`src/rtl/tfd_pkg.sv`:
```
// shared types, codes and color expansion functions for the texel format decoder
package tfd_pkg;

	localparam int PALETTE_DEPTH_DEF = 256;

	localparam logic [31:0] MAGENTA = 32'hFFFF00FF;

	typedef logic [2:0] fmt_t;
	typedef logic [1:0] size_t;
	typedef logic       cfg_index_t;

	localparam fmt_t FMT_RGBA = 3'd0;
	localparam fmt_t FMT_YUV  = 3'd1;
	localparam fmt_t FMT_CI   = 3'd2;
	localparam fmt_t FMT_IA   = 3'd3;
	localparam fmt_t FMT_I    = 3'd4;

	localparam size_t SZ_4  = 2'd0;
	localparam size_t SZ_8  = 2'd1;
	localparam size_t SZ_16 = 2'd2;
	localparam size_t SZ_32 = 2'd3;

	localparam logic OP_DECODE  = 1'b0;
	localparam logic OP_PALETTE = 1'b1;

	localparam cfg_index_t CFG_FORMAT = 1'b0;
	localparam cfg_index_t CFG_SIZE   = 1'b1;

	localparam fmt_t  FORMAT_RESET = FMT_RGBA;
	localparam size_t SIZE_RESET   = SZ_16;

	// element beat after the palette read
	typedef struct packed {
		logic [31:0] element;
		logic [15:0] pal_hi;
		logic [15:0] pal_lo;
		logic        hi_ok;
		logic        image_end;
	} tfd_s2_t;

	// decoded pixels of one element
	typedef struct packed {
		logic [31:0] px0;
		logic [31:0] px1;
		logic        two;
		logic        image_end;
	} tfd_pair_t;

	function automatic logic [31:0] grey(input logic [7:0] a, input logic [7:0] i);
		return {a, i, i, i};
	endfunction

	function automatic logic [31:0] from5551(input logic [15:0] p);
		logic [7:0] a;
		a = p[0] ? 8'hFF : 8'h00;
		return {a, p[5:1], 3'b000, p[10:6], 3'b000, p[15:11], 3'b000};
	endfunction

	function automatic logic [31:0] decode_nibble(input fmt_t fmt, input logic [3:0] v,
			input logic [31:0] pal);
		logic [2:0]  i3;
		logic [7:0]  a;
		logic [31:0] px;
		i3 = v[3:1];
		a  = v[0] ? 8'hFF : 8'h00;
		unique case (fmt)
			FMT_CI:  px = pal;
			FMT_IA:  px = grey(a, {i3, i3, i3[2:1]});
			FMT_I:   px = grey(8'hFF, {v, v});
			default: px = MAGENTA;
		endcase
		return px;
	endfunction

	function automatic logic [31:0] decode_single(input fmt_t fmt, input size_t sz,
			input logic [31:0] e, input logic [31:0] pal);
		logic [31:0] px;
		priority if (fmt == FMT_RGBA && sz == SZ_16)
			px = from5551(e[15:0]);
		else if (fmt == FMT_RGBA && sz == SZ_32)
			px = {e[7:0], e[15:8], e[23:16], e[31:24]};
		else if (fmt == FMT_IA && sz == SZ_8)
			px = grey({e[3:0], e[3:0]}, {e[7:4], e[7:4]});
		else if (fmt == FMT_IA && sz == SZ_16)
			px = grey(e[7:0], e[15:8]);
		else if (fmt == FMT_I && sz == SZ_8)
			px = grey(8'hFF, e[7:0]);
		else if (fmt == FMT_CI && sz == SZ_8)
			px = pal;
		else
			px = MAGENTA;
		return px;
	endfunction

endpackage

```
`src/rtl/tfd_decode.sv`:
```
// color expansion stage: turns an element and its palette colors into one or two pixels
module tfd_decode (
	input  logic               clk,
	input  logic               arst_n,
	input  tfd_pkg::fmt_t      texel_format,
	input  tfd_pkg::size_t     texel_size,
	input  logic               s2_valid,
	output logic               s2_ready,
	input  tfd_pkg::tfd_s2_t   s2_beat,
	output logic               s3_valid,
	input  logic               s3_ready,
	output tfd_pkg::tfd_pair_t s3_pair
);
	import tfd_pkg::*;

	logic      v_s3;
	tfd_pair_t pair_s3;
	tfd_pair_t pair_d;
	logic [31:0] col_hi;
	logic [31:0] col_lo;

	// out of range index reads as color zero
	assign col_hi = from5551(s2_beat.hi_ok ? s2_beat.pal_hi : 16'h0000);
	assign col_lo = from5551(s2_beat.pal_lo);

	always_comb begin
		pair_d.image_end = s2_beat.image_end;
		if (texel_size == SZ_4) begin
			pair_d.px0 = decode_nibble(texel_format, s2_beat.element[7:4], col_hi);
			pair_d.px1 = decode_nibble(texel_format, s2_beat.element[3:0], col_lo);
			pair_d.two = 1'b1;
		end else begin
			pair_d.px0 = decode_single(texel_format, texel_size, s2_beat.element, col_hi);
			pair_d.px1 = MAGENTA;
			pair_d.two = 1'b0;
		end
	end

	assign s2_ready = !v_s3 || s3_ready;

	always_ff @(posedge clk or negedge arst_n) begin
		if (!arst_n)
			v_s3 <= 1'b0;
		else if (s2_ready)
			v_s3 <= s2_valid;
	end

	always_ff @(posedge clk) begin
		if (s2_valid && s2_ready)
			pair_s3 <= pair_d;
	end

	assign s3_valid = v_s3;
	assign s3_pair  = pair_s3;

endmodule

```
`config.mk`:
```
export PLATFORM = sky130hd
export DESIGN_NAME = tfd_decode
export DESIGN_NICKNAME = d
export VERILOG_FILES = /design/src/rtl/tfd_pkg.sv /design/src/rtl/tfd_decode.sv
export SDC_FILE = /design/constraint.sdc
export NUM_CORES = 1
export LEC_CHECK = 0
export BUFFER_PORTS_ARGS = -buffer_cell sky130_fd_sc_hd__buf_2
export CAP_MARGIN = 5
export CORE_ASPECT_RATIO = 1.5
export CORE_MARGIN = 4
export CORE_UTILIZATION = 50
export DETAILED_ROUTE_END_ITERATION = 8
export PLACE_DENSITY = 0.81
export SLEW_MARGIN = 10
export SYNTH_ARGS = -nofsm -noshare
export SYNTH_HDL_FRONTEND = slang
export SYNTH_SLANG_ARGS = --single-unit
```
`constraint.sdc`:
```
create_clock -name clk -period 5.7 [get_ports clk]
set_clock_uncertainty 0.05 [all_clocks]
set_input_delay 1.14 -clock clk [delete_from_list [all_inputs] [get_ports clk]]
set_output_delay 1.14 -clock clk [all_outputs]
set_load 0.01 [all_outputs]
```
* After elaboration in Yosys (flattened, before gate mapping)
Cells that the tools add are included.
** Operators by class
- Equality and inequality tests :: 6
- Multiplexer cells :: 14
- Reductions and logical operators :: 11
** Operator list (count)
- 2-to-1 mux 32 bit :: 6
- case mux 32 bit (3 select lines) :: 2
- 2-to-1 mux 65 bit :: 1
- 2-to-1 mux 8 bit :: 4
- 2-to-1 mux 16 bit :: 1
- logical AND 1 bit :: 7
- equality test 3 x 2 -> 1 bit (second input constant) :: 2
- equality test 2 bit (second input constant) :: 2
- equality test 3 bit (second input constant) :: 1
- logical NOT 3 bit :: 1
- equality test 2 x 1 -> 1 bit (second input constant) :: 1
- logical NOT 2 bit :: 1
- logical NOT 1 bit :: 1
- logical OR 1 bit :: 1
** Word-level totals
- Register bits after elaboration :: 67
- Input port bits :: 75
- Output and inout port bits :: 68
- Word-level logic and storage cells :: 36

* Logic depth before layout (Yosys ltp)
- Depth in word-level cells :: 9
- Mapped depth :: 8
- Gate-level depth less buffers :: 6

* Worst setup path before layout
No wires, ideal clock.
- Path kind :: input port to flip-flop
- Start :: input s3_ready
- End :: register pair_s3 (netlist bit s3_pair[0]), enable pin
- Library setup time :: 420 ps
- Arrival :: 2680 ps
- Required time :: 5230 ps
- Slack :: 2550 ps
- Stages :: 2
- Buffers on the path :: 0
- Path through :: nand2b_1 and2_1
** On the way
- Longest elaborated chain between the ends :: 2
** Ends and longest elaborated chain
- start, declared :: RTL line tfd_decode.sv:11 : input logic s3_ready,
- logical OR 1 bit :: RTL line tfd_decode.sv:39 : assign s2_ready = !v_s3 || s3_ready;
- logical AND 1 bit :: RTL line tfd_decode.sv:49 : if (s2_valid && s2_ready)
- end signal, assigned :: RTL line tfd_decode.sv:50 : pair_s3 <= pair_d;
- end, declared :: RTL line tfd_decode.sv:17 : tfd_pair_t pair_s3;
No other way between the ends.
A chain may end at the register's enable or synchronous reset.

==> results.yml <==
critical_path:
  r2r-start: "s3_valid"
  path_common_cell: "a221oi_1"
  cp.required_ns: 5.71
  setup.worst_path.start: "texel_size[0]"
  criticalPathCategory: "in2reg"
  critPathSlowestCell: "a21oi_1"
  reg2reg_to: "s3_pair[62]"
  worstPathArrival_ns: 3.46
  crit_chain: "buf_2 > or2_1 > inv_2 > a21oi_1 > o21ai_0 > a221oi_1 > a221oi_1"
  crit_fanout: 23
  end_kind: "register"
  crit_path_end: "s3_pair[56]"
  worst_r2r_path_depth: 3
  rrSetupSlack_ns: 4.07
  cp-start-kind: "input port"
  critPathMaxStageDelay_ns: 0.72
floorplanning:
  chipWidth_um: 79.8
  core_area_um2: 7560
  die_area_um2: 9240
  rows: 39
  io_pins: 143
  dieHeight_um: 116
  start_util_pct: 51.2
timing:
  slew_violations: 0
  tightest_slew_ns: 0.857
  whs_ns: 0.489
  timing_hold_violations_final: 0
  setup_tns_ns: 0
  min_period_over_period_pct: 60.5
  period_needed_ns: 3.45
  setup_viol: 0
  grt_setup_unrepaired: "false"
  clock.fmax_mhz: 290
  slew-limit-headroom_pct: 42.9
routing:
  dr_total_vias: 4030
  first_pass_iters: 6
  wirelength_um: 13800
  drtIter0Drc: 436
  drc: 0
  wire_per_inst_um: 22.0
  ant_nets: 0
  vias_per_cell: 6.45
cts:
  cts_resized: 0
  cts_root_buf: "clkbuf_16"
  cts_max_level: 3
  cts.reportedPaths.clkPinSlew_ns: 0.05
  postCtsSetupBuffers: 0
  holdBufCountCts: 0
  cts_buffers: 9
  clk_latency_ns: 0.32
  cts.sink_count: 57
  clk_path_buf_depth: 2
  cts_tree: "done"
synth:
  synth_top_area_share_pct: 43.4
  synth_top_cell_by_area: "edfxtp_1"
  synth_edf_count: 56
  synth_seq_cells: 57
  syn_avg_cell_area_um2: 9.42
  netlist_instances: 411
  synth_top_flop_cell: "edfxtp_1"
  yosys-top-cells-area: "edfxtp_1 43%, nand2_1 4.7%, o21ai_0 4.0%, a21oi_1 3.2%, nor2_1 3.1%"
  synth_cell_types: 64
  synth-warning-count: 0
  ys_seq_area_share_pct: 44.1
  async_reset_ff_share_pct: 1.75
  syn-cell-area_um2: 3870
  syn_nets: 486
layout:
  fin_nets: 593
  insertedDiodeCount: 0
  drive_above_1_share_pct: 34.6
  area_growth_pct: 22.9
  fin_cells: 625
status:
  outcome: "completed"
power_and_ir_drop:
  ir_worst_vdd_v: 0.000144
  power_leakage_nw: 1.77
  power_density_nw_per_um2: 259
  p_total_mw: 1.23
global_route:
  grt_pass1_vias: 3792
  grt.total_usage_pct: 29.2
  grt_first_pass_wirelength_um: 20200
  grt_overflow: 0
  grt_max_degree: 57
  antenna_found_initial: 0
placement:
  place_hpwl_um: 10200
  port_buffers: 142
  routabilityCongestion: 1.01
  numPlacedInstances: 609
min_path:
  hold_path.class: "reg2reg"
job:
  drv_cap: 0
## worst min path at each step
stage                  start  depth (start not counted)  slack, ns  endpoint
floorplan           s3_valid                          2       0.57  s3_valid
global placement    s3_valid                          2       0.45  s3_valid
finish              s3_valid                          2       0.49  s3_valid
CTS                 s3_valid                          2       0.49  s3_valid
global route        s3_valid                          2       0.50  s3_valid
detailed placement  s3_valid                          2       0.48  s3_valid
## cells in the mapped netlist (all sizes together) (6+ instances only)
| master | instances |
|---|---|
| a221oi | 12 |
| nand2b | 11 |
| o221a | 7 |
| nand3 | 9 |
| nor3 | 10 |
| buf | 34 |
| edfxtp | 56 |
| nor2 | 34 |
| o22ai | 15 |
| a31oi | 7 |
| nand2 | 48 |
| clkbuf | 15 |
| nor3b | 6 |
| a22oi | 12 |
| a21oi | 25 |
| o21ai | 35 |
## placed cells by master (no fill, tap or decap), types with 3 or more instances in the layout
master	count
buf_2	142
edfxtp_1	56
nand2_1	48
nor2_1	32
o21ai_0	31
a21oi_1	25
o22ai_1	15
nand2b_1	11
a221oi_1	11
a22oi_1	11
nand3_1	9
nor3_1	9
clkbuf_16	9
a31oi_1	7
o221a_2	7
a32oi_1	5
a221o_1	5
o21a_1	5
a21o_1	5
nor2b_1	4
mux2i_1	4
nor3b_1	4
o221ai_1	4
and3b_1	3
o211ai_1	3
a22o_1	3
o21ai_1	3
a211oi_1	3
buf_4	3
## logic make-up (layout without fill, tap and decap cells)
family,Yosys count,after routing,share of synthesized area (%)
simple gates,141,141,18.8
buf+inv,52,164,7.40
mux,4,4,1.03
xor+xnor,1,1,0.226
compound gates,156,156,28.5
flops,57,57,44.1
## report_power, final
group / switching (mW) / internal, mW
Sequential: 0.00524 / 0.488
Combinational: 0.137 / 0.0761
Clock: 0.178 / 0.347
Total: 0.320 / 0.912
## final cells by class
| type | instances | area (um^2) |
|---|---|---|
| inverters | 3 | 11.3 |
| clock buffers | 11 | 243 |
| multi-input cells | 302 | 1880 |
| repair buffers | 145 | 733 |
| clock inverters | 5 | 55.1 |
| well taps | 102 | 128 |
| flip-flops and latches | 57 | 1710 |
| fillers | 658 | 2810 |
## critical path: cells and delay by family
family	cells	cell delay, ns
and+or+nand+nor	1	0.39
buffers and inverters	2	0.61
AOI/OAI and AO/OA	4	1.29
## flip-flops by register name (all words and copies together) (netlist names)
signal / flops
s3_pair: 56
s3_valid: 1
## per-layer routing
layer | up-vias | share of wire (%) | GRT usage [%]
met1 | 1901 | 36 | 35.2
met5 | - | 0 | 0
met4 | 0 | 4.6 | 16.6
met3 | 52 | 9.0 | 4.59
met2 | 274 | 50 | 49.2
li1 | 1803 | - | -
## per-stage QoR
step                setup WS [ns]  instance area (um^2)  util (%)
floorplan                    2.55                  3870         -
global placement             2.05                  4460      58.9
detailed placement           1.97                  4460      58.9
CTS                          2.29                  4760      62.9
global route                 2.05                  4760      62.9
finish                       2.25                  4760      62.9
No activity file was read; power rests on OpenSTA's default activity.
