`config.mk`:
```
export PLATFORM = sky130hd
export DESIGN_NAME = tfd_serial
export DESIGN_NICKNAME = d
export VERILOG_FILES = /design/src/rtl/tfd_pkg.sv /design/src/rtl/tfd_serial.sv
export SDC_FILE = /design/constraint.sdc
export NUM_CORES = 1
export LEC_CHECK = 0
export BUFFER_PORTS_ARGS = -buffer_cell sky130_fd_sc_hd__buf_2
export CORE_MARGIN = 1.5
export CORE_UTILIZATION = 42
export CTS_CLUSTER_SIZE = 14
export DETAILED_ROUTE_END_ITERATION = 12
export HOLD_SLACK_MARGIN = 0.15
export PLACE_DENSITY = 0.71
export SLEW_MARGIN = 0
export SYNTH_ARGS = -nofsm -noshare
export SYNTH_HDL_FRONTEND = slang
export SYNTH_SLANG_ARGS = --single-unit
```
`constraint.sdc`:
```
create_clock -name clk -period 2.6 [get_ports clk]
set_input_delay 0.39 -clock clk [delete_from_list [all_inputs] [get_ports clk]]
set_output_delay 0.39 -clock clk [all_outputs]
set_load 0.05 [all_outputs]
```
`src/rtl/tfd_pkg.sv`:
```
// shared types, codes and color expansion functions for the texel format decoder
package tfd_pkg;

	localparam int PALETTE_DEPTH_DEF = 256;

	localparam logic [31:0] MAGENTA = 32'hFFFF00FF;

	typedef logic [2:0] fmt_t;
	typedef logic [1:0] size_t;
	typedef logic       cfg_index_t;

	localparam fmt_t FMT_RGBA = 3'd0;
	localparam fmt_t FMT_YUV  = 3'd1;
	localparam fmt_t FMT_CI   = 3'd2;
	localparam fmt_t FMT_IA   = 3'd3;
	localparam fmt_t FMT_I    = 3'd4;

	localparam size_t SZ_4  = 2'd0;
	localparam size_t SZ_8  = 2'd1;
	localparam size_t SZ_16 = 2'd2;
	localparam size_t SZ_32 = 2'd3;

	localparam logic OP_DECODE  = 1'b0;
	localparam logic OP_PALETTE = 1'b1;

	localparam cfg_index_t CFG_FORMAT = 1'b0;
	localparam cfg_index_t CFG_SIZE   = 1'b1;

	localparam fmt_t  FORMAT_RESET = FMT_RGBA;
	localparam size_t SIZE_RESET   = SZ_16;

	// element beat after the palette read
	typedef struct packed {
		logic [31:0] element;
		logic [15:0] pal_hi;
		logic [15:0] pal_lo;
		logic        hi_ok;
		logic        image_end;
	} tfd_s2_t;

	// decoded pixels of one element
	typedef struct packed {
		logic [31:0] px0;
		logic [31:0] px1;
		logic        two;
		logic        image_end;
	} tfd_pair_t;

	function automatic logic [31:0] grey(input logic [7:0] a, input logic [7:0] i);
		return {a, i, i, i};
	endfunction

	function automatic logic [31:0] from5551(input logic [15:0] p);
		logic [7:0] a;
		a = p[0] ? 8'hFF : 8'h00;
		return {a, p[5:1], 3'b000, p[10:6], 3'b000, p[15:11], 3'b000};
	endfunction

	function automatic logic [31:0] decode_nibble(input fmt_t fmt, input logic [3:0] v,
			input logic [31:0] pal);
		logic [2:0]  i3;
		logic [7:0]  a;
		logic [31:0] px;
		i3 = v[3:1];
		a  = v[0] ? 8'hFF : 8'h00;
		unique case (fmt)
			FMT_CI:  px = pal;
			FMT_IA:  px = grey(a, {i3, i3, i3[2:1]});
			FMT_I:   px = grey(8'hFF, {v, v});
			default: px = MAGENTA;
		endcase
		return px;
	endfunction

	function automatic logic [31:0] decode_single(input fmt_t fmt, input size_t sz,
			input logic [31:0] e, input logic [31:0] pal);
		logic [31:0] px;
		priority if (fmt == FMT_RGBA && sz == SZ_16)
			px = from5551(e[15:0]);
		else if (fmt == FMT_RGBA && sz == SZ_32)
			px = {e[7:0], e[15:8], e[23:16], e[31:24]};
		else if (fmt == FMT_IA && sz == SZ_8)
			px = grey({e[3:0], e[3:0]}, {e[7:4], e[7:4]});
		else if (fmt == FMT_IA && sz == SZ_16)
			px = grey(e[7:0], e[15:8]);
		else if (fmt == FMT_I && sz == SZ_8)
			px = grey(8'hFF, e[7:0]);
		else if (fmt == FMT_CI && sz == SZ_8)
			px = pal;
		else
			px = MAGENTA;
		return px;
	endfunction

endpackage

```
`src/rtl/tfd_serial.sv`:
```
// output register that sends the one or two pixels of an element as separate beats
module tfd_serial (
	input  logic               clk,
	input  logic               arst_n,
	input  logic               pair_valid,
	output logic               pair_ready,
	input  tfd_pkg::tfd_pair_t pair,
	output logic               out_valid,
	input  logic               out_ready,
	output logic [31:0]        pixel_abgr,
	output logic               run_last,
	output logic               image_last
);
	import tfd_pkg::*;

	logic      valid_q;
	logic      phase_q;
	tfd_pair_t pair_q;
	logic      last_beat;

	assign run_last   = !pair_q.two || phase_q;
	assign image_last = run_last && pair_q.image_end;
	assign pixel_abgr = phase_q ? pair_q.px1 : pair_q.px0;
	assign out_valid  = valid_q;
	assign last_beat  = valid_q && out_ready && run_last;
	assign pair_ready = !valid_q || last_beat;

	always_ff @(posedge clk or negedge arst_n) begin
		if (!arst_n) begin
			valid_q <= 1'b0;
			phase_q <= 1'b0;
		end else if (pair_valid && pair_ready) begin
			valid_q <= 1'b1;
			phase_q <= 1'b0;
		end else if (valid_q && out_ready) begin
			if (run_last) begin
				valid_q <= 1'b0;
				phase_q <= 1'b0;
			end else begin
				phase_q <= 1'b1;
			end
		end
	end

	always_ff @(posedge clk) begin
		if (pair_valid && pair_ready)
			pair_q <= pair;
	end

	a_phase_pair: assert property (@(posedge clk) disable iff (!arst_n)
		phase_q |-> valid_q && pair_q.two)
		else $error("second pixel without a two pixel element");

	a_first_then_second: assert property (@(posedge clk) disable iff (!arst_n)
		valid_q && out_ready && !run_last |=> valid_q && phase_q)
		else $error("second pixel dropped");

	a_load_first: assert property (@(posedge clk) disable iff (!arst_n)
		pair_valid && pair_ready |=> valid_q && !phase_q)
		else $error("new element did not start at its first pixel");

endmodule

```
## Yosys cells after proc, flatten, opt, wreduce, memory -nomap -nowiden

Cells that the tools add are included.

| cells by class | value |
|---|---|
| multiplexer cells | 7 |
| reduce and logical (&&, ||, !) cells | 11 |

Operators by type and width:

| kind | number |
|---|---|
| 2-to-1 mux 32 bit | 1 |
| 2-to-1 mux 1 bit | 6 |
| logical AND 1 bit | 4 |
| nonzero test 2 bit | 2 |
| zero test 1 bit | 2 |
| logical OR 1 bit | 2 |
| AND reduction 2 bit | 1 |

| word-level totals | value |
|---|---|
| register bits | 68 |
| input bits | 70 |
| output and inout port bits | 36 |
| logic and storage cells | 24 |

## Longest topological paths before layout

Gate-level depths: netlist of the first run.

| depth | value |
|---|---|
| depth in word-level cells | 7 |
| gate-level depth with buffers | 4 |
| gate-level depth less buffers | 3 |

## Worst setup path after synthesis of the first run

Ideal clock, no wire load.

| timing | value |
|---|---|
| path kind | reg-to-reg |
| start | register valid_q (netlist: out_valid) |
| end | register pair_q[0] in the netlist's numbering, enable pin |
| setup time | 0.431 ns |
| arrival | 2.752 ns |
| required time | 2.169 ns |
| slack | -0.583 ns |
| stages on the path, launching flop included | 3 |
| path buffers | 0 |
| clock period less this slack | 3.183 ns |
| cells stage by stage | dfrtp_1 a21bo_1 and2_1 |

| between the ends | value |
|---|---|
| cells in the longest elaborated chain, start to end | 4 |
| elaborated cells between the ends (all ways) | 5 |
| classes of those cells | 5 x reduce/logical |

RTL lines:

| element | RTL line | RTL |
|---|---|---|
| start, declared | tfd_serial.sv:16 | `logic valid_q;` |
| start signal, assigned | tfd_serial.sv:30 | `valid_q <= 1'b0;` |
| start signal, assigned | tfd_serial.sv:33 | `valid_q <= 1'b1;` |
| start signal, assigned | tfd_serial.sv:37 | `valid_q <= 1'b0;` |
| logical AND 1 bit (2 in a row) | tfd_serial.sv:25 | `assign last_beat = valid_q && out_ready && run_last;` |
| logical OR 1 bit (*) | tfd_serial.sv:26 | `assign pair_ready = !valid_q \|\| last_beat;` |
| net pair_ready | tfd_serial.sv:6 | `output logic pair_ready,` |
| logical AND 1 bit (*) | tfd_serial.sv:46 | `if (pair_valid && pair_ready)` |
| end signal, assigned | tfd_serial.sv:47 | `pair_q <= pair;` |
| end, declared | tfd_serial.sv:18 | `tfd_pair_t pair_q;` |

The timed path passes the listed nets; every way through them passes the cells marked *.
A chain may end at the register's enable or synchronous reset.

## Worst setup path after layout of the first run

| timing | value |
|---|---|
| start | register phase_q |
| end | output pair_ready |

| between the ends | value |
|---|---|
| cells in the longest elaborated chain, start to end | 3 |

RTL lines:

| element | RTL line | RTL |
|---|---|---|
| start, declared | tfd_serial.sv:17 | `logic phase_q;` |
| start signal, assigned | tfd_serial.sv:31 | `phase_q <= 1'b0;` |
| start signal, assigned | tfd_serial.sv:34 | `phase_q <= 1'b0;` |
| start signal, assigned | tfd_serial.sv:38 | `phase_q <= 1'b0;` |
| logical OR 1 bit | tfd_serial.sv:21 | `assign run_last = !pair_q.two \|\| phase_q;` |
| logical AND 1 bit | tfd_serial.sv:25 |  |
| logical OR 1 bit | tfd_serial.sv:26 |  |
| end, declared | tfd_serial.sv:6 |  |

Every way passes these cells.

==> results of run 1 <==
-- synthesized netlist by cell type (all sizes together) --
master	n
buf	4
dfrtp	2
a21bo	1
edfxtp	66
nand2b	3
nand3	1
mux2	32
o21ai	1
and2	2
nand2	1
-- power groups by stage --
stage	sequential, mW	combinational, mW	clock, mW
final	1.31	0.607	0.696
after detailed placement	1.33	0.610	0
after floorplan	1.33	0.466	0
after global routing	1.31	0.640	0.776
after global placement	1.33	0.610	0
after CTS	1.31	0.614	0.733
-- routing by layer --
layer	GRT usage, %	wire [um]
met4	8.276	66
met2	21.85	2080
met3	3.771	326
met1	17.34	1818
met5	0	0
-- logic make-up (layout without fill, tap and decap cells) --
group	count (synthesis)	in the layout	share of synthesized area, %
DFF	68	68	81.65
muxes	32	32	14.48
and+or+nand+nor	7	7	1.910
buffers and inverters	4	126	1.357
AOI/OAI and AO/OA	2	2	0.6031
-- sequential cells by signal, indices dropped and copies added, names as in the netlist --
| register | count |
|---|---|
| pair_q | 66 |
| out_valid | 1 |
| phase_q | 1 |
-- worst max-delay path, stage by stage (launching register included) --
cell      delay (ns)
dfrtp_1         0.35
buf_4           0.25
nand2b_4        0.18
a21bo_1         0.14
buf_2           0.27
-- placed cells by master (no fill, tap or decap), drive strengths merged --
cell type    synthesis  routed
clkinv               0       4
nand2b               3       3
clkinvlp             0       1
nand3                1       1
and2                 2       2
o21ai                1       1
edfxtp              66      66
nand2                1       1
mux2                32      32
buf                  4     109
dfrtp                2       2
dlygate4sd3          0       1
clkbuf               0      11
a21bo                1       1
-- area by class of cell --
| type | count | area, um^2 | area share, % |
|---|---|---|---|
| well taps | 72 | 90.09 | 2.753 |
| multi-input cells | 41 | 424.2 | 12.96 |
| clock buffers | 11 | 131.4 | 4.015 |
| repair buffers | 110 | 565.5 | 17.28 |
| clock inverters | 5 | 28.78 | 0.8795 |
| flip-flops and latches | 68 | 2032 | 62.10 |
-- path summary, 6_finish.rpt --
kind	to	slack, ns	depth (start not counted)
worst max-delay path	pair_ready	0.70	4
worst min-delay path	pair_q[34]	0.24	1
worst max register to register	pair_q[49]	0.81	5
worst min register to register	phase_q	0.64	2
max in group asynchronous	phase_q	2.12	2
min in group asynchronous	out_valid	0.38	2
-- metrics by stage --
| step | area (um^2) | setup WS [ns] | total power [mW] |
|---|---|---|---|
| 2_1_floorplan | 2490 | 0.1174 | 1.798 |
| 3_3_place_gp | 3102 | 0.8498 | 1.937 |
| 3_5_place_dp | 3102 | 0.8076 | 1.942 |
| 4_1_cts | 3272 | 0.6697 | 2.655 |
| 5_1_grt | 3272 | 0.5974 | 2.729 |
| 6_report | 3272 | 0.7008 | 2.610 |
==> impl_metrics.toml, run 1 <==
[clock_tree]
numCtsBuffers = 9
clock-sinks = 68
postCtsSetupRepairBufs = 0
ctsRootBufferMaster = "clkbuf_8"
clock_latency_ns = 0.32
clk_pin_slew_ns = 0.07
ctsResizeCount = 0
cts_max_path_buffers = 2
cts_tree = "done"
cts_max_level = 3
postCtsHoldBufs = 1

[placement]
gp_congestion = 0.7449
io_buffers = 105
place_hpwl_um = 3038
dp_cells = 290

[floorplanning]
die_y_um = 79.98
die_area_um2 = 6396
start_util_pct = 44.38
io_pins = 106
core_area_um2 = 5608
die_w_um = 79.98
placementRows = 27

[power_and_ir_drop]
power_density_nw_per_um2 = 797.6
clkPwrFrac_pct = 26.7
power_frac_comb_pct = 23.3
ir_worst_vdd_mv = 0.3960
internal_power_mw = 1.817
seqPwrFrac_pct = 50.1
power.static_leakage_nw = 1.308
switching_power_uw = 793.0
p_sw_share_pct = 30.39

[critical_path]
crit_start = "phase_q"
end_kind = "output pin"
worstReg2RegStart = "phase_q"
worstPathRequired_ns = 2.21
crit_arrival_ns = 1.51
cp_max_fo = 17
crit_path_start_kind = "register"
worst-setup-path-type = "register to output pin"

[sta]
maxSlewViolCount = 0
rsz0062_at_grt = "false"
tightestPinTransition_ns = 0.4046
finalClockSkew_ns = 0.005200
finalCriticalPeriod_ns = 1.899
setup_tns_ns = 0
setup_viol = 0
timing.hold.ws_ns = 0.2422
hold_viol = 0
slew_headroom_pct = 73.03
finalCritPeriodShare_pct = 73.05
max_freq_mhz = 526.5

[final_layout]
final_util_pct = 58.34
drive_gt1_share_pct = 65.96
fin_nets = 300
area_growth_pct = 31.47
fillers = 451
num_antenna_cells = 0
stdcell_count = 307

[global_routing]
grt_pass1_vias = 1395
antenna_found_initial = 0
grt_util_all_layers_pct = 13.98
grt_start_max_net_pins = 35
grt_pass1_wl_um = 6472
grt-ovfl-total = 0

[route]
num_vias = 1382
drc = 0
ant_nets = 0
viasPerCell = 4.502
routedWlPerCell_um = 13.98
first_iter_violations = 72
drt-pass1-iter-count = 4
wirelength_um = 4292

[logic_synthesis]
synth_top_cell_area_share_pct = 79.64
synth_top_area_cell = "edfxtp_1"
ys_seq_area_share_pct = 81.65
synthCells = 113
synth.area.top_cells = "edfxtp_1 80%, mux2_2 14%, dfrtp_1 2.0%"
syn_nets = 183
netlist_area_um2 = 2489
synth.avg_cell_area_um2 = 22.02
synth_seq_cells = 68
synthDistinctLibCells = 12
yosys_warnings = 0

[outcome]
status = "complete, no violations"

[min_path]
min_from = "pair[34]"
hp-class = "input port to register"

[run]
max-cap-violations = 0
(Power assumes the default switching activity.)
==> inputs of run 2 (changes only) <==
==> constraint.sdc (replaced) <==
create_clock -name clk -period 1.7 [get_ports clk]
set_input_delay 0.255 -clock clk [delete_from_list [all_inputs] [get_ports clk]]
set_output_delay 0.255 -clock clk [all_outputs]
set_load 0.05 [all_outputs]
==> run 2 against run 1 <==
  * Clock power up 51%
  * First-iteration DRC count up 19%
  * Critical path type unchanged
  * Register-to-register slack worse by 0.52 ns
  * The flow now finishes with violations (negative setup slack)
  * Highest routed layer unchanged
  * Power up 68%
  * Die area unchanged
  * Hold slack worse by 0.023 ns
==> impl_metrics.toml, run 2 (same netlist as run 1, synthesis figures left out) <==
[outcome]
status = "finished, violations left"
failed_checks = "negative setup slack"

[clock_tree]
postCtsSetupRepairBufs = 0
clock_latency_ns = 0.33
cts_max_level = 3
clk_pin_slew_ns = 0.06
numCtsBuffers = 9
clock-sinks = 68
cts_tree = "done"
ctsRootBufferMaster = "clkbuf_8"
cts_max_path_buffers = 2

[placement]
place_hpwl_um = 3072
pre_cts_ws_ns = 0.2150
gp_congestion = 0.6742
io_buffers = 105
dp_cells = 290

[global_routing]
antenna_found_initial = 0
grt_busiest_layer = "met2"
grtUsageMet2_pct = 34.79
met1_usage_pct = 22.23
grt_start_max_net_pins = 34
met3_usage_pct = 6.171
grt_pass1_wl_um = 9225
grt_util_all_layers_pct = 20.25
grt_pass1_vias = 1882
grt-ovfl-total = 0

[floorplanning]
start_util_pct = 44.38
io_pins = 106
die_w_um = 79.98
core_area_um2 = 5608
die_area_um2 = 6396
placementRows = 27
die_y_um = 79.98

[final_layout]
num_antenna_cells = 0
stdcell_count = 373
area_growth_pct = 70.69
regMostFlops = "pair_q"
regArea_um2 = 2034
drive_gt1_share_pct = 52.16
fin_nets = 367
layout_commonest_cell = "buf_2"
largest_reg_flops = 66
final_cell_mix = "73 x buf_2, 68 x dlygate4sd3_1, 66 x edfxtp_1"
multi_input_area_um2 = 488.0
fillers = 331

[min_path]
worstHoldPathCells = 3
hp-class = "input port to register"
min_from = "out_ready"
hold_path_end = "phase_q"

[critical_path]
r2r_end = "pair_q[32]"
cp_slowest_cell = "dfrtp_2"
rrSetupSlack_ns = 0.29
end_kind = "output pin"
worstPathRequired_ns = 1.44
cpPeakStageDelay_ns = 0.42
crit_path_start_kind = "register"
crit_arrival_ns = 1.46
cp_max_fo = 18
rr_worst_depth = 4
worst-setup-path-type = "register to output pin"
worstReg2RegStart = "phase_q"
crit_chain = "buf_12, mux2_2, buf_6"

[route]
viasPerCell = 4.563
wirelength_um = 6223
drt-pass1-iter-count = 4
drc = 0
routedWlPerCell_um = 16.68
first_iter_violations = 86
ant_nets = 0
num_vias = 1702

[sta]
timing.hold.ws_ns = 0.2193
finalCritPeriodShare_pct = 100.6
maxSlewViolCount = 0
slew_headroom_pct = 83.36
finalClockSkew_ns = 0.005890
tightestPinTransition_ns = 0.2514
max_freq_mhz = 584.5
finalCriticalPeriod_ns = 1.711
worst_slack_ns = -0.01099
rsz0062_at_grt = "true"
setup_viol = 6
hold_viol = 0

[run]
max-cap-violations = 0

[power_and_ir_drop]
power.static_leakage_nw = 1.724
power_density_nw_per_um2 = 1031
ir_worst_vdd_mv = 0.6454
==> run 2: changes by cell type in the layout (fill, tap and decap cells not counted), moves of 2 or more <==
cell and change:
dfrtp_1 -2, buf_4 -4, buf_6 +32, buf_12 +4, dfrtp_2 +2, mux2_2 -15
dlygate4sd3_1 +67, buf_2 -32, mux2_4 +15
==> run 2: routing by layer <==
metal | vias up | part of all wire (%)
met2 | 91 | 51
met5 | - | 0
met1 | 792 | 39
met4 | 0 | 2.1
li1 | 807 | -
met3 | 12 | 8.5
==> run 2: metrics by stage <==
step                      cell area [um^2]  util [%]  TNS (ns)  power [mW]
after floorplan                       2499         -    -12.89       2.754
final                                 4248     75.75  -0.03092       4.378
after CTS                             4192     74.74   -0.3815       4.337
after detailed placement              3148     56.14         0       3.000
after global placement                3148     56.14         0       2.988
after global routing                  4248     75.75    -1.147       4.541
==> run 2: power breakdown <==
part	internal (mW)	switching [mW]	total [mW]
registers	1.98	0.0401	2.02
clock network	0.507	0.542	1.05
logic	0.592	0.721	1.31
total	3.07	1.30	4.38
==> run 2: worst max-delay path by stage <==
stage	start	to	slack (ns)	cells past startpoint
after floorplan	phase_q	pair_q[0]	-0.20	4
final	phase_q	pixel_abgr[2]	-0.01	3
after CTS	phase_q	pixel_abgr[27]	-0.03	3
after detailed placement	phase_q	pixel_abgr[11]	0.21	3
after global placement	phase_q	pixel_abgr[30]	0.24	3
after global routing	phase_q	pixel_abgr[6]	-0.06	3
==> run 2: timing repair <==
action | CTS | global route
hold buffers | 68 | 0
hold endpoints to repair | 69 | 0
resized for setup | 68 | 15
setup endpoints to repair | 32 | 32
==> run 2: worst max-delay path: cells and delay by family, from the launching register on <==
kind / cells / cell delay, ns
buffers and inverters: 2 / 0.33
multiplexers: 1 / 0.37
flip-flops: 1 / 0.42
==> run 2: layout make-up <==
class                   count  share of cell area [%]
clock buffers              11                   3.093
clock inverters             4                  0.4124
multi-input cells          41                   11.49
flip-flops and latches     68                   47.89
well taps                  72                   2.121
repair buffers            177                   34.99
==> inputs of run 3 (changes only) <==
--- a/config.mk
+++ b/config.mk
@@ -11,7 +11,7 @@
 export CTS_CLUSTER_SIZE = 14
 export DETAILED_ROUTE_END_ITERATION = 12
 export HOLD_SLACK_MARGIN = 0.15
-export PLACE_DENSITY = 0.71
+export PLACE_DENSITY = 0.68
 export SLEW_MARGIN = 0
 export SYNTH_ARGS = -nofsm -noshare
 export SYNTH_HDL_FRONTEND = slang
==> constraint.sdc (replaced) <==
create_clock -name clk -period 1.63 [get_ports clk]
set_input_delay 0.2445 -clock clk [delete_from_list [all_inputs] [get_ports clk]]
set_output_delay 0.2445 -clock clk [all_outputs]
set_load 0.05 [all_outputs]
==> run 3 against run 2 <==
  * Clock power is 6% higher
  * The run still ends with negative setup slack left
  * Setup slack worse by 0.085 ns
  * First-iteration DRC count is 1.2% higher
  * Highest routed layer unchanged
  * Sequential power is 3% higher
  * Power is 7.3% higher
  * Critical path type unchanged
  * Sequential cell count stayed put
  * Largest cell class unchanged
  * Core utilization is 1.7 points higher
  * Die area stayed put
  * Wire length is 0.77% higher
  * Non-clock buffer count is 3 higher
==> impl_metrics.toml, run 3 (same netlist as run 1, synthesis figures left out) <==
[placement]
dp_cells = 289
gp_congestion = 0.7164
io_buffers = 105

[sta]
rsz0062_at_grt = "true"
finalClockSkew_ns = 0.006498
finalCriticalPeriod_ns = 1.726
worst_slack_ns = -0.09602
tightestPinTransition_ns = 0.4559
finalCritPeriodShare_pct = 105.9
hold_viol = 0
setup_viol = 33
maxSlewViolCount = 0
max_freq_mhz = 579.4
slew_headroom_pct = 69.61

[power_and_ir_drop]
p_sw_share_pct = 29.94
internal_power_mw = 3.290
ir_worst_vdd_mv = 0.8943
clkPwrFrac_pct = 23.6
power.static_leakage_nw = 1.758
seqPwrFrac_pct = 44.5
power_frac_comb_pct = 31.9
power_density_nw_per_um2 = 1082
switching_power_mw = 1.406
total_power_mw = 4.696

[clock_tree]
clock_latency_ns = 0.32
clock-sinks = 68
clk_pin_slew_ns = 0.06
numCtsBuffers = 9
ctsRootBufferMaster = "clkbuf_8"
cts_tree = "done"
cts_max_path_buffers = 2
cts_max_level = 3

[global_routing]
grt_pass1_wl_um = 8907
grt_util_all_layers_pct = 19.62
grt_start_max_net_pins = 34
grt-ovfl-total = 0
antenna_found_initial = 0
grt_pass1_vias = 1900

[min_path]
hp-class = "input port to register"

[route]
viasPerCell = 4.531
num_vias = 1708
drc = 0
wirelength_um = 6271
routedWlPerCell_um = 16.63
drt-pass1-iter-count = 4
first_iter_violations = 87
ant_nets = 0

[final_layout]
stdcell_count = 377
fin_nets = 371
drive_gt1_share_pct = 52.79
largest_reg_flops = 66
final_util_pct = 77.42
area_growth_pct = 74.46
final_cell_mix = "71 x buf_2, 67 x dlygate4sd3_1, 66 x edfxtp_1"
regMostFlops = "pair_q"
layout_commonest_cell = "buf_2"
num_antenna_cells = 0

[floorplanning]
die_area_um2 = 6396
die_y_um = 79.98
core_area_um2 = 5608
start_util_pct = 44.38
die_w_um = 79.98
io_pins = 106
placementRows = 27

[run]
max-cap-violations = 0

[critical_path]
cp_slowest_cell = "dfrtp_1"
crit_chain = "buf_6, clkbuf_16, mux2_2, buf_6"
path_common_cell = "buf_6"
end_kind = "output pin"
worstPathRequired_ns = 1.39
rrSetupSlack_ns = 0.06
crit_buf_inv = 3
cpPeakStageDelay_ns = 0.38
cp_max_fo = 8
crit_path_start_kind = "register"
worst-setup-path-type = "register to output pin"
crit_arrival_ns = 1.48
path_delay_family = "buffers and inverters"

[outcome]
failed_checks = "negative setup slack"
status = "finished, violations left"
run 3: cell types whose count changed in the layout (fill, tap and decap cells not counted), moves of 2 or more:
cell    change
buf_12      -3
buf_2       -2
buf_16      +2
buf_8      +11
mux2_4      -5
mux2_2      +5
buf_6       -6
run 3: area by class of cell:
type	instances	area, um^2
tap	72	90.09
fill	354	1266
sequential	68	2033
multi-input combinational	42	478.0
clock buffer	11	131.4
clock inverter	4	17.52
timing repair buffer	180	1592
run 3: timing repair:
| item | CTS | global route |
|---|---|---|
| cloned | 3 | 1 |
| hold buffers | 67 | 0 |
| buffers inserted | 2 | 0 |
| pin swaps | 1 | 1 |
| setup endpoints to repair | 99 | 34 |
| endpoints found under the hold margin | 68 | 0 |
| resized for setup | 65 | 34 |
run 3: worst paths after layout:
kind / start / endpoint / depth (start not counted)
worst min-delay path: pair_valid / out_valid / 2
worst max-delay path: phase_q / pixel_abgr[1] / 4
worst max register to register: phase_q / pair_q[46] / 4
min in group asynchronous: arst_n / phase_q / 2
max in group asynchronous: arst_n / out_valid / 2
worst min register to register: pair_q[1] / phase_q / 2
run 3: layer usage:
layer  vias up  share of wire [%]  GRT usage (%)
li1        819                  -              -
met1       817                 37          20.89
met2        62                 57          37.48
met3        10                3.7          3.771
met4         0                1.7          7.759
met5         -                  0              0
run 3: worst reg2reg max path, delay by kind of cell, from the launching register on:
family	cells	cell delay, ns
AOI/OAI and AO/OA	1	0.14
buffers and inverters	1	0.13
DFF	1	0.38
and+or+nand+nor	2	0.57
run 3: power by group through the flow:
stage | Sequential [mW] | Combinational [mW] | Clock, mW
final | 2.09 | 1.50 | 1.11
after global routing | 2.10 | 1.56 | 1.21
after CTS | 2.08 | 1.37 | 1.13
after detailed placement | 2.12 | 0.982 | 0
after global placement | 2.12 | 0.979 | 0
after floorplan | 2.12 | 0.749 | 0
run 3: per-stage QoR:
step / hold WS (ns) / instance area [um^2] / TNS, ns / setup slack [ns]
after CTS: 0.1663 / 4194 / -3.591 / -0.1407
final: 0.1806 / 4342 / -2.757 / -0.09602
after global routing: 0.1846 / 4342 / -5.933 / -0.1517
after floorplan: -0.05109 / 2499 / -17.51 / -0.2653
after detailed placement: 0.04057 / 3103 / -5.908 / -0.09045
after global placement: 0.03789 / 3103 / -3.602 / -0.05586
